$ cat config.mk
export PLATFORM = sky130hd
export DESIGN_NAME = bcd_date_dst_and_day_of_year_top
export DESIGN_NICKNAME = d
export VERILOG_FILES = /design/src/rtl/core/bdd_pkg.sv /design/src/rtl/core/bdd_dst_eval.sv /design/src/rtl/core/bcd_date_dst_and_day_of_year_top.sv
export SDC_FILE = /design/constraint.sdc
export NUM_CORES = 1
export LEC_CHECK = 0
export ABC_AREA = 0
export BUFFER_PORTS_ARGS = -buffer_cell sky130_fd_sc_hd__buf_4
export CAP_MARGIN = 15
export CORE_MARGIN = 5
export CORE_UTILIZATION = 54
export CTS_CLUSTER_DIAMETER = 150
export DETAILED_ROUTE_END_ITERATION = 10
export GPL_ROUTABILITY_DRIVEN = 0
export PLACE_DENSITY = 0.71
export SLEW_MARGIN = 20
export SYNTH_ARGS = -nofsm -noshare
export SYNTH_HDL_FRONTEND = slang
export SYNTH_HIERARCHICAL = 1
export SYNTH_SLANG_ARGS = --single-unit
$ cat constraint.sdc
create_clock -name clock -period 6.6 [get_ports clock]
set_clock_uncertainty 0.15 [all_clocks]
set_input_delay 0.33 -clock clock [delete_from_list [all_inputs] [get_ports clock]]
set_output_delay 0.33 -clock clock [all_outputs]
set_load 0.01 [all_outputs]
$ cat src/rtl/core/bdd_pkg.sv
// Shared types, constants and helper functions for the BCD date / DST block.
// No dependencies; used by bdd_dst_eval and bcd_date_dst_and_day_of_year_top.
package bdd_pkg;

   localparam int unsigned YearW   = 8;
   localparam int unsigned MonthW  = 5;
   localparam int unsigned DayW    = 6;
   localparam int unsigned DayNumW = 9;
   localparam int unsigned SumW    = 8;
   localparam int unsigned SunW    = 5;

   localparam logic [MonthW-1:0] MonthFeb = 5'd2;
   localparam logic [MonthW-1:0] MonthMar = 5'd3;
   localparam logic [MonthW-1:0] MonthApr = 5'd4;
   localparam logic [MonthW-1:0] MonthSep = 5'd9;
   localparam logic [MonthW-1:0] MonthOct = 5'd10;

   // two-digit year that is a century but not a multiple of 400 (2100)
   localparam logic [YearW-1:0] YyCentury = 8'd100;

   localparam logic [SunW-1:0] LastDay = 5'd31;

   // weekday offsets of day 31, folded so that (wsum + offset) % 7
   // is the distance from day 31 back to the last Sunday
   localparam logic [SumW-1:0] MarOffset = 8'd5;
   localparam logic [SumW-1:0] OctOffset = 8'd2;

   typedef struct packed {
      logic [YearW-1:0]  yy;
      logic [MonthW-1:0] month;
      logic [DayW-1:0]   day;
      logic              leap;
   } s1_type;

   typedef struct packed {
      logic [SumW-1:0]    wsum;     // yy + yy/4 - yy/100, weekday seed
      logic [DayW-1:0]    day;
      logic               summer;   // April through September
      logic               is_mar;
      logic               is_oct;
      logic [DayNumW-1:0] day_number;
      logic               leap;
   } s2_type;

   typedef struct packed {
      logic               dst;
      logic [DayNumW-1:0] day_number;
      logic               leap;
   } rsp_type;

   // two BCD digits to binary, no digit check (max 165)
   function automatic logic [7:0] bcd_decode(input logic [3:0] hi, input logic [3:0] lo);
      return ({4'b0, hi} << 3) + ({4'b0, hi} << 1) + {4'b0, lo};
   endfunction

   // days before the month in a common year, months past 12 clamp to 365
   function automatic logic [DayNumW-1:0] days_before(input logic [MonthW-1:0] month);
      logic [DayNumW-1:0] d;
      unique case (month)
         5'd0, 5'd1: d = 9'd0;
         5'd2:       d = 9'd31;
         5'd3:       d = 9'd59;
         5'd4:       d = 9'd90;
         5'd5:       d = 9'd120;
         5'd6:       d = 9'd151;
         5'd7:       d = 9'd181;
         5'd8:       d = 9'd212;
         5'd9:       d = 9'd243;
         5'd10:      d = 9'd273;
         5'd11:      d = 9'd304;
         5'd12:      d = 9'd334;
         default:    d = 9'd365;
      endcase
      return d;
   endfunction

   // 8-bit value mod 7 by folding (64 and 8 are both 1 mod 7)
   function automatic logic [2:0] mod7(input logic [SumW-1:0] v);
      logic [6:0] s;
      logic [3:0] t;
      s = {5'b0, v[7:6]} + {1'b0, v[5:0]};
      t = s[6:3] + {1'b0, s[2:0]};
      if (t >= 4'd14) begin
         t = t - 4'd14;
      end else if (t >= 4'd7) begin
         t = t - 4'd7;
      end
      return t[2:0];
   endfunction

endpackage

$ cat src/rtl/core/bdd_dst_eval.sv
// Last-Sunday evaluation for March and October and the final DST decision.
// Depends on bdd_pkg (s2_type, mod7, offsets).
module bdd_dst_eval (
   input  bdd_pkg::s2_type s2,
   output logic            dst
);

   logic [2:0]               mar_back;
   logic [2:0]               oct_back;
   logic [bdd_pkg::SunW-1:0] mar_sun;
   logic [bdd_pkg::SunW-1:0] oct_sun;

   always_comb begin
      mar_back = bdd_pkg::mod7(s2.wsum + bdd_pkg::MarOffset);
      oct_back = bdd_pkg::mod7(s2.wsum + bdd_pkg::OctOffset);
      mar_sun  = bdd_pkg::LastDay - {2'b0, mar_back};
      oct_sun  = bdd_pkg::LastDay - {2'b0, oct_back};
      dst      = s2.summer
               | (s2.is_mar & (s2.day >= {1'b0, mar_sun}))
               | (s2.is_oct & (s2.day <= {1'b0, oct_sun}));
   end

endmodule

$ cat src/rtl/core/bcd_date_dst_and_day_of_year_top.sv
// Top level of the BCD date checker: DST flag, day of year, leap flag.
// Depends on bdd_pkg and bdd_dst_eval.

// Each request carries one RTC date (BCD year 20yy, month, day) and yields
// exactly one response. The block is a three-stage pipeline: stage 1 decodes
// the BCD digits and the leap flag, stage 2 forms the weekday seed and the
// day of year from the month table, stage 3 finds the last Sunday of March
// or October and makes the DST decision; stage 3 is also the output
// register. A new request is taken every cycle unless the pipeline is stalled,
// and each stage holds its item when the stage after it is full, so
// back-pressure on the response side stalls without loss and bubbles are
// squeezed out. req_tready is low during reset. Invalid BCD digits decode
// as high nibble times ten plus low nibble; results for such dates follow
// from those values.
module bcd_date_dst_and_day_of_year_top (
   input  logic        clock,
   input  logic        reset,
   input  logic        req_tvalid,
   output logic        req_tready,
   input  logic [23:0] req_tdata,   // [7:0] year_bcd, [12:8] month_bcd, [18:13] day_bcd, pad
   output logic        rsp_tvalid,
   input  logic        rsp_tready,
   output logic [15:0] rsp_tdata    // [0] dst_active, [9:1] day_number, [10] leap_flag, pad
);

   // --- handshake / stage control ---
   logic v1_ff, v2_ff, v3_ff;
   logic v1_in, v2_in, v3_in;
   logic rdy1, rdy2, rdy3;
   logic req_accept;

   assign rdy3       = ~v3_ff | rsp_tready;
   assign rdy2       = ~v2_ff | rdy3;
   assign rdy1       = ~v1_ff | rdy2;
   assign req_tready = rdy1 & ~reset;
   assign req_accept = req_tvalid & req_tready;

   assign v1_in = rdy1 ? req_accept : v1_ff;
   assign v2_in = rdy2 ? v1_ff : v2_ff;
   assign v3_in = rdy3 ? v2_ff : v3_ff;

   always_ff @(posedge clock) begin
      if (reset) begin
         v1_ff <= 1'b0;
         v2_ff <= 1'b0;
         v3_ff <= 1'b0;
      end else begin
         v1_ff <= v1_in;
         v2_ff <= v2_in;
         v3_ff <= v3_in;
      end
   end

   // --- stage 1: BCD decode and leap year ---
   bdd_pkg::s1_type s1_ff, s1_in;
   logic [7:0] yy_dec, mon_dec, day_dec;

   always_comb begin
      yy_dec  = bdd_pkg::bcd_decode(req_tdata[7:4], req_tdata[3:0]);
      mon_dec = bdd_pkg::bcd_decode({3'b0, req_tdata[12]}, req_tdata[11:8]);
      day_dec = bdd_pkg::bcd_decode({2'b0, req_tdata[18:17]}, req_tdata[16:13]);
      s1_in.yy    = yy_dec;
      s1_in.month = mon_dec[bdd_pkg::MonthW-1:0];
      s1_in.day   = day_dec[bdd_pkg::DayW-1:0];
      // within 2000..2165 only 2000 is a multiple of 400 and only 2100 a plain century
      s1_in.leap  = (yy_dec[1:0] == 2'b00) && (yy_dec != bdd_pkg::YyCentury);
   end

   // --- stage 2: weekday seed and day of year ---
   bdd_pkg::s2_type s2_ff, s2_in;
   logic [8:0]                  wsum_wide;
   logic [bdd_pkg::DayNumW-1:0] leap_add;

   always_comb begin
      // (2000+yy) + (2000+yy)/4 - (2000+yy)/100 + (2000+yy)/400
      // is 2485 (= 0 mod 7) + yy + yy/4 - [yy >= 100]
      wsum_wide = {1'b0, s1_ff.yy} + {3'b0, s1_ff.yy[7:2]}
                - {8'b0, (s1_ff.yy >= bdd_pkg::YyCentury)};
      leap_add  = {8'b0, (s1_ff.leap && (s1_ff.month > bdd_pkg::MonthFeb))};
      s2_in.wsum       = wsum_wide[bdd_pkg::SumW-1:0];
      s2_in.day        = s1_ff.day;
      s2_in.summer     = (s1_ff.month >= bdd_pkg::MonthApr) &&
                         (s1_ff.month <= bdd_pkg::MonthSep);
      s2_in.is_mar     = (s1_ff.month == bdd_pkg::MonthMar);
      s2_in.is_oct     = (s1_ff.month == bdd_pkg::MonthOct);
      s2_in.day_number = bdd_pkg::days_before(s1_ff.month) + leap_add
                       + {3'b0, s1_ff.day};
      s2_in.leap       = s1_ff.leap;
   end

   // --- stage 3: last Sunday and DST decision ---
   bdd_pkg::rsp_type s3_ff, s3_in;
   logic             dst_eval;

   bdd_dst_eval u_dst_eval (
      .s2  (s2_ff),
      .dst (dst_eval)
   );

   always_comb begin
      s3_in.dst        = dst_eval;
      s3_in.day_number = s2_ff.day_number;
      s3_in.leap       = s2_ff.leap;
   end

   // payload registers, no reset
   always_ff @(posedge clock) begin
      if (rdy1) begin
         s1_ff <= s1_in;
      end
      if (rdy2) begin
         s2_ff <= s2_in;
      end
      if (rdy3) begin
         s3_ff <= s3_in;
      end
   end

   assign rsp_tvalid = v3_ff;
   assign rsp_tdata  = {5'b0, s3_ff.leap, s3_ff.day_number, s3_ff.dst};

   // --- assertions ---
   // an accepted request lands in stage 1
   a_req_lands: assert property (@(posedge clock) disable iff (reset)
      req_accept |=> v1_ff)
      else $error("accepted request did not reach stage 1");

   // a full stage 2 blocked by stage 3 keeps its item
   a_s2_hold: assert property (@(posedge clock) disable iff (reset)
      (v2_ff && !rdy2) |=> (v2_ff && $stable(s2_ff)))
      else $error("stage 2 item changed while stalled");

   // common year: day number never exceeds 365 plus the largest decoded day
   a_daynum_range: assert property (@(posedge clock) disable iff (reset)
      (rsp_tvalid && !s3_ff.leap) |-> (s3_ff.day_number <= 9'd410))
      else $error("day number out of range");

endmodule
==> Word-level counts from Yosys, hierarchy flattened <==
Memory sizes are Yosys's and may differ from the RTL's. A register that Yosys moved wholly into a read port is not among the register bits.
Index checks and enable logic that the tools add are counted.
{ "totals": {"ff_bits": 61, "latch_bits": 0, "ramBits": 0, "rom_bits": 144, "input_bits": 28, "output_inout_bits": 18, "word_cells": 76, "memories": 1} }
{ "classes": {"add_sub_neg": 22, "n_mul": 0, "n_div": 0, "n_lt_le_gt_ge": 10, "n_eq_ne": 3, "n_shift": 0, "n_mux": 6, "n_bitwise": 13, "reduce_logical": 4} }
{ "memory_table": {"columns": ["memory", "depth", "width", "rd", "rd_clocked_by_memory_dff", "wr", "line", "rtl"], "rows": [
  ["(no name shown)", 16, 9, 1, 1, 0, "bdd_pkg.sv:59", "unique case (month)"]
]} }
{ "op_table": {"columns": ["cell", "count"], "rows": [
  ["$add 2x6->7", 2],
  ["$mux 3", 4],
  ["$sub 3x3->3 const B", 4],
  ["$sub 1x4->5 const A", 2],
  ["$add 9x1->9", 1],
  ["$add 9x6->9", 1],
  ["$mux 9", 1],
  ["$add 4x3->4", 2],
  ["$add 7x5->8", 1],
  ["$add 8x2->8 const B", 1],
  ["$add 8x3->8 const B", 1],
  ["$add 8x4->8", 1],
  ["$add 8x6->8", 1],
  ["$ge 4x3->1 const B", 2],
  ["$ge 4x4->1 const B", 2],
  ["$ge 8x7->1 const B", 1],
  ["$ne 8x7->1 const B", 1],
  ["$sub 8x1->8", 1],
  ["$add 5x3->6", 1],
  ["$add 6x4->6", 1],
  ["$ge 6x5->1", 1],
  ["$le 6x5->1", 1],
  ["$add 4x2->5", 1],
  ["$add 5x4->5", 1],
  ["11 further kinds", 23]
]} }

==> Depth between registers and ports, before layout <==
{ "depth": {"word_depth": 11, "depth_mapped": 26, "mapped_depth_nobuf": 25} }

==> Cells and area by module <==
The synthesis kept the hierarchy.
{ "modules_own_cells": {"columns": ["module", "n_inst", "cells_per_inst", "area_per_inst_um2", "seq_area_each_um2"], "rows": [
  ["bcd_date_dst_and_day_of_year_top", 1, 299, 3683.5, 1981.9],
  ["bdd_dst_eval", 1, 166, 1270.0, 0.0]
]} }

==> Least setup slack after synthesis <==
Ideal clock, no wire load.
{ "synth_timing": {"path_kind": "register -> register", "start": "reg s2_ff[22] (netlist bit)", "end": "reg s3_ff, in the netlist rsp_tdata[0], data pin", "setup_ns": 0.256, "t_arrival_ns": 4.619, "t_required_ns": 6.194, "setup_slack_ns": 1.576, "path_stages_with_launch": 25, "n_path_buf": 1, "period_less_slack_ns": 5.024, "cell_sequence": "edfxtp_1 buf_2 and3_1 nand3_1 xnor2_1 ha_1 fa_1 nor2b_1 nand3b_1 o21ai_0 a32oi_1 xnor2_1 inv_1 fa_1 inv_1 ha_1 inv_1 or2_2 and3_1 o31ai_1 ha_1 a31oi_1 o21ai_0 a31oi_1 nand2_1"} }
{ "synth_via": {"elab_chain_len": 11, "elab_cells_between_ends": 26, "classes_between": "add/sub (12); order compare (6); mux (4); bitwise (4)"} }
{ "synth_rtl": {"columns": ["item", "line", "rtl"], "rows": [
  ["start: declaration", "bcd_date_dst_and_day_of_year_top.sv:70", "bdd_pkg::s2_type s2_ff, s2_in;"],
  ["start signal: assignment", "bcd_date_dst_and_day_of_year_top.sv:112", "s2_ff <= s2_in;"],
  ["$add 8x3->8", "bdd_dst_eval.sv:14", "mar_back = bdd_pkg::mod7(s2.wsum + bdd_pkg::MarOffset);"],
  ["$add 2x6->7", "bdd_pkg.sv:81", "s = {5'b0, v[7:6]} + {1'b0, v[5:0]};"],
  ["$add 4x3->4", "bdd_pkg.sv:82", "t = s[6:3] + {1'b0, s[2:0]};"],
  ["$ge 4x3->1 or $sub 3x3->3 (tied branches)", "bdd_pkg.sv:85, bdd_pkg.sv:86", null],
  ["$mux 3", "bdd_pkg.sv:85", "end else if (t >= 4'd7) begin"],
  ["$mux 3", "bdd_pkg.sv:83", "if (t >= 4'd14) begin"],
  ["$sub 1x4->5", "bdd_dst_eval.sv:16", "mar_sun = bdd_pkg::LastDay - {2'b0, mar_back};"],
  ["$ge 6x5->1", "bdd_dst_eval.sv:19", "| (s2.is_mar & (s2.day >= {1'b0, mar_sun}))"],
  ["$and 1x1->1", "bdd_dst_eval.sv:19", null],
  ["$or 1x1->1", "bdd_dst_eval.sv:19", null],
  ["$or 1x1->1 *", "bdd_dst_eval.sv:20", "| (s2.is_oct & (s2.day <= {1'b0, oct_sun}));"],
  ["net dst_eval", "bcd_date_dst_and_day_of_year_top.sv:93", "logic dst_eval;"],
  ["end signal: assignment", "bcd_date_dst_and_day_of_year_top.sv:115", "s3_ff <= s3_in;"],
  ["end: declaration", "bcd_date_dst_and_day_of_year_top.sv:92", "bdd_pkg::rsp_type s3_ff, s3_in;"]
]} }
Mark *: on every way through the listed nets, which the timed path passes. The rest lies on a longest branch.
A chain may end at the register's enable or synchronous reset.

==> Worst setup path in the final report <==
Ends and elaborated chain as after synthesis.

==> impl_results.md <==
* Synth unique cells at 66
* Synth Area per Inst at 10.7 um2
* Mapped Cells at 465
* Vias in the first global route at 3256
* Critical Path, Cell by Cell: and3_1, nand3_1, xnor2_1, ha_1, fa_1, nor2b_1, nand3b_1, o21ai_0, a32oi_1, xnor2_1, inv_1, fa_1, inv_1, ha_1, inv_1, or2_2, and3_1, o31ai_1, ha_1, nor2b_1, o21a_1, o21ai_0, a31oi_1, nand2_1
* Die Area at 0.0112 mm2
* Final setup violating endpoints at 0
* Clk sinks at 70
* Pin count of the biggest net entering global routing at 28
* Tightest Pin Transition at about 1000 ps
* Post-synth EDFFs at 58
* Max_cap viols at 0
* Adder-Cell Fraction of Synth Area at 0.205
* Port Buf Inserts at 35
* Tcrit/Tclk final at 0.851
* Flops & latches, synth at 70
* Worst R2R Path Depth at 24
* Reg-to-Reg End: rsp_tdata[0]
* Hold Crit Class: input port to flip-flop
* Post-synthesis mux area share at 0.0237
* Worst Setup End Kind: flip-flop
* Post-DP HPWL at 6470 um
* Worst Hold Launch: reset
* Largest family of logic cells by synthesized area: adder cells
* WP buf/inv at 3
* TNS Setup at 0 ps
* Hold EP: v1_ff
* Postcts setup bufs at 0
* Total number of yosys warnings at 6
* Period minus WS final at 5620 ps
* Synth Flop Type: edfxtp_1
* Global-route wire length before repair at 14300 um
* RSZ-0062 raised after global routing: false
* Seq/Total Area, Yosys at 0.400
* Final Hold Fails at 0
* Commonest non-fill, non-tap cell in the layout: ha_1
* Area delta synth->final at 11.4%
* Total core area at 0.00911 mm2
* CTS Buf Count at 9
* CTS Buffer Depth at 2
* R2r startpoint: s2_ff[22]
* First-pass iteration count of the detailed router at 4
* Largest delay contributor family on the critical path: adder cells
* Root buffer cell: clkbuf_8
* Crit path largest cell delay at 670 ps
* Final core occ at 0.606
* Slew Limit Fails at 0
* Post-synth ARST share at 0
* Worst EP required at 6660 ps
* Overall Global Routing Usage at 0.157
* Via density at 5.26
* Reg2Reg Setup Slack at just under 1000 ps
* Die W at 106 um
* Simple-gate area share of the yosys netlist at 0.108
* Fmax at 178 MHz
* # H-tree levels at 3
* Worst setup path startpoint: s2_ff[22]
* # DRC at 0
* Rows at 35
* Post-synthesis compound-gate area fraction at 0.127
* # IOs at 46
* Via count at 3277
* Synthesized cell area at between 0.004 and 0.005 mm2
* Setup crit start kind: flip-flop
* Max_slew headroom at 0.349
* Wire per inst at 13.1 um
* Hold Crit Depth at 2
* Arr. time, crit path at 5680 ps
* Grt ovf at 0
* Hold buffers post-CTS at 0
* CP max-delay cell: edfxtp_1
* Critical path peak fanout at 17
* CTS tree: done
* Status: finished, final reports clean
* Most frequent cells in the layout: 65 x ha_1, 62 x inv_1, 58 x edfxtp_1
* Initial antenna violation count at 0
* Synth Area in XOR/XNOR at 0.0720
* Final #Nets at between 600 and 700
* Initial Utilization at 0.544
* Skew-Pair Late Insertion Delay at between 300 and 400 ps
* Antenna viol nets, final at 0
* Die Y at 106 um
* Post-CTS Resized at 0
* Reg clk slew, reported paths at roughly 80 ps
* First-iteration detailed-routing DRC count at 84
* Routed WL at between 8000 and 9000 um
* Share of cells above drive strength 1 at 0.137
* Antenna cells at 0
* Crit Path Class: flip-flop to flip-flop
worst reg2reg max path: cells and delay by family (launching register included):
kind	cells	cell delay, ps
DFF	1	670
buffers and inverters	3	280
adders and majority gates	5	1660
xor gates and xnor gates	2	340
and+or+nand+nor	8	1410
AOI/OAI and AO/OA	6	990
through the flow:
step / setup slack, ps / hold WS [ps] / instances / area (um2)
6_report: 980 / 24.5 / 623 / 5520
5_1_grt: 529 / 11.9 / 623 / 5520
4_1_cts: 1010 / 1.42 / 621 / 5500
3_5_place_dp: 1020 / 255 / 605 / 5300
3_3_place_gp: 1150 / 251 / 605 / 5300
2_1_floorplan: 1580 / 249 / 469 / 4970
final cells by class:
type | instances | area (um2)
Fill cell | 744 | 3590
Multi-Input combinational cell | 325 | 2680
Clock buffer | 10 | 128
Timing Repair Buffer | 38 | 290
Sequential cell | 70 | 1980
Inverter | 63 | 236
Clock inverter | 6 | 70.1
Tap cell | 111 | 139
how the worst max path moves through the flow:
stage	slack, ps	to	depth (start not counted)
after floorplan	1580	rsp_tdata[0]	24
after global placement	1150	rsp_tdata[0]	24
after detailed placement	1020	rsp_tdata[0]	24
after CTS	1010	rsp_tdata[0]	24
after global routing	530	rsp_tdata[0]	23
final	980	rsp_tdata[0]	24
layer usage:
metal	share of wire	up-vias	wire [um]	global-route usage
met3	0.027	6	221	0.0349
met4	0.013	0	105	0.0490
met5	0	-	0	0
li1	-	1696	-	-
met1	0.47	1537	3840	0.195
met2	0.49	38	4000	0.272
synthesized netlist by cell type (5+ instances only):
| cell type | number | area (um2) |
|---|---|---|
| ha_1 | 65 | 813 |
| o21a_1 | 5 | 37.5 |
| buf_4 | 5 | 37.5 |
| dfxtp_1 | 12 | 240 |
| edfxtp_1 | 58 | 1740 |
| inv_1 | 62 | 233 |
| or2_2 | 6 | 37.5 |
| a21oi_1 | 23 | 115 |
| o21ai_0 | 14 | 70.1 |
| nand3_1 | 5 | 25.0 |
| nand2_1 | 29 | 109 |
| xnor2_1 | 26 | 228 |
| fa_1 | 10 | 200 |
| xor2_1 | 11 | 96.3 |
| nor2b_1 | 12 | 75.1 |
| nor3_1 | 6 | 30.0 |
| nand2b_1 | 5 | 31.3 |
| nor2_1 | 23 | 86.3 |
| a21o_1 | 10 | 75.1 |
| mux2i_1 | 7 | 70.1 |
logic make-up after synthesis:
kind of cell / after synthesis
AO/OA/AOI/OAI: 91
XOR/XNOR: 39
adder cells (fa/ha/maj): 75
buffers and inverters: 74
flip-flops: 70
multiplexers: 10
other: 1
AND/OR/NAND/NOR: 105
Power is left out: the tool's default activity adds up to more than one toggle a clock period on the data nets, which glitch-free logic cannot reach.
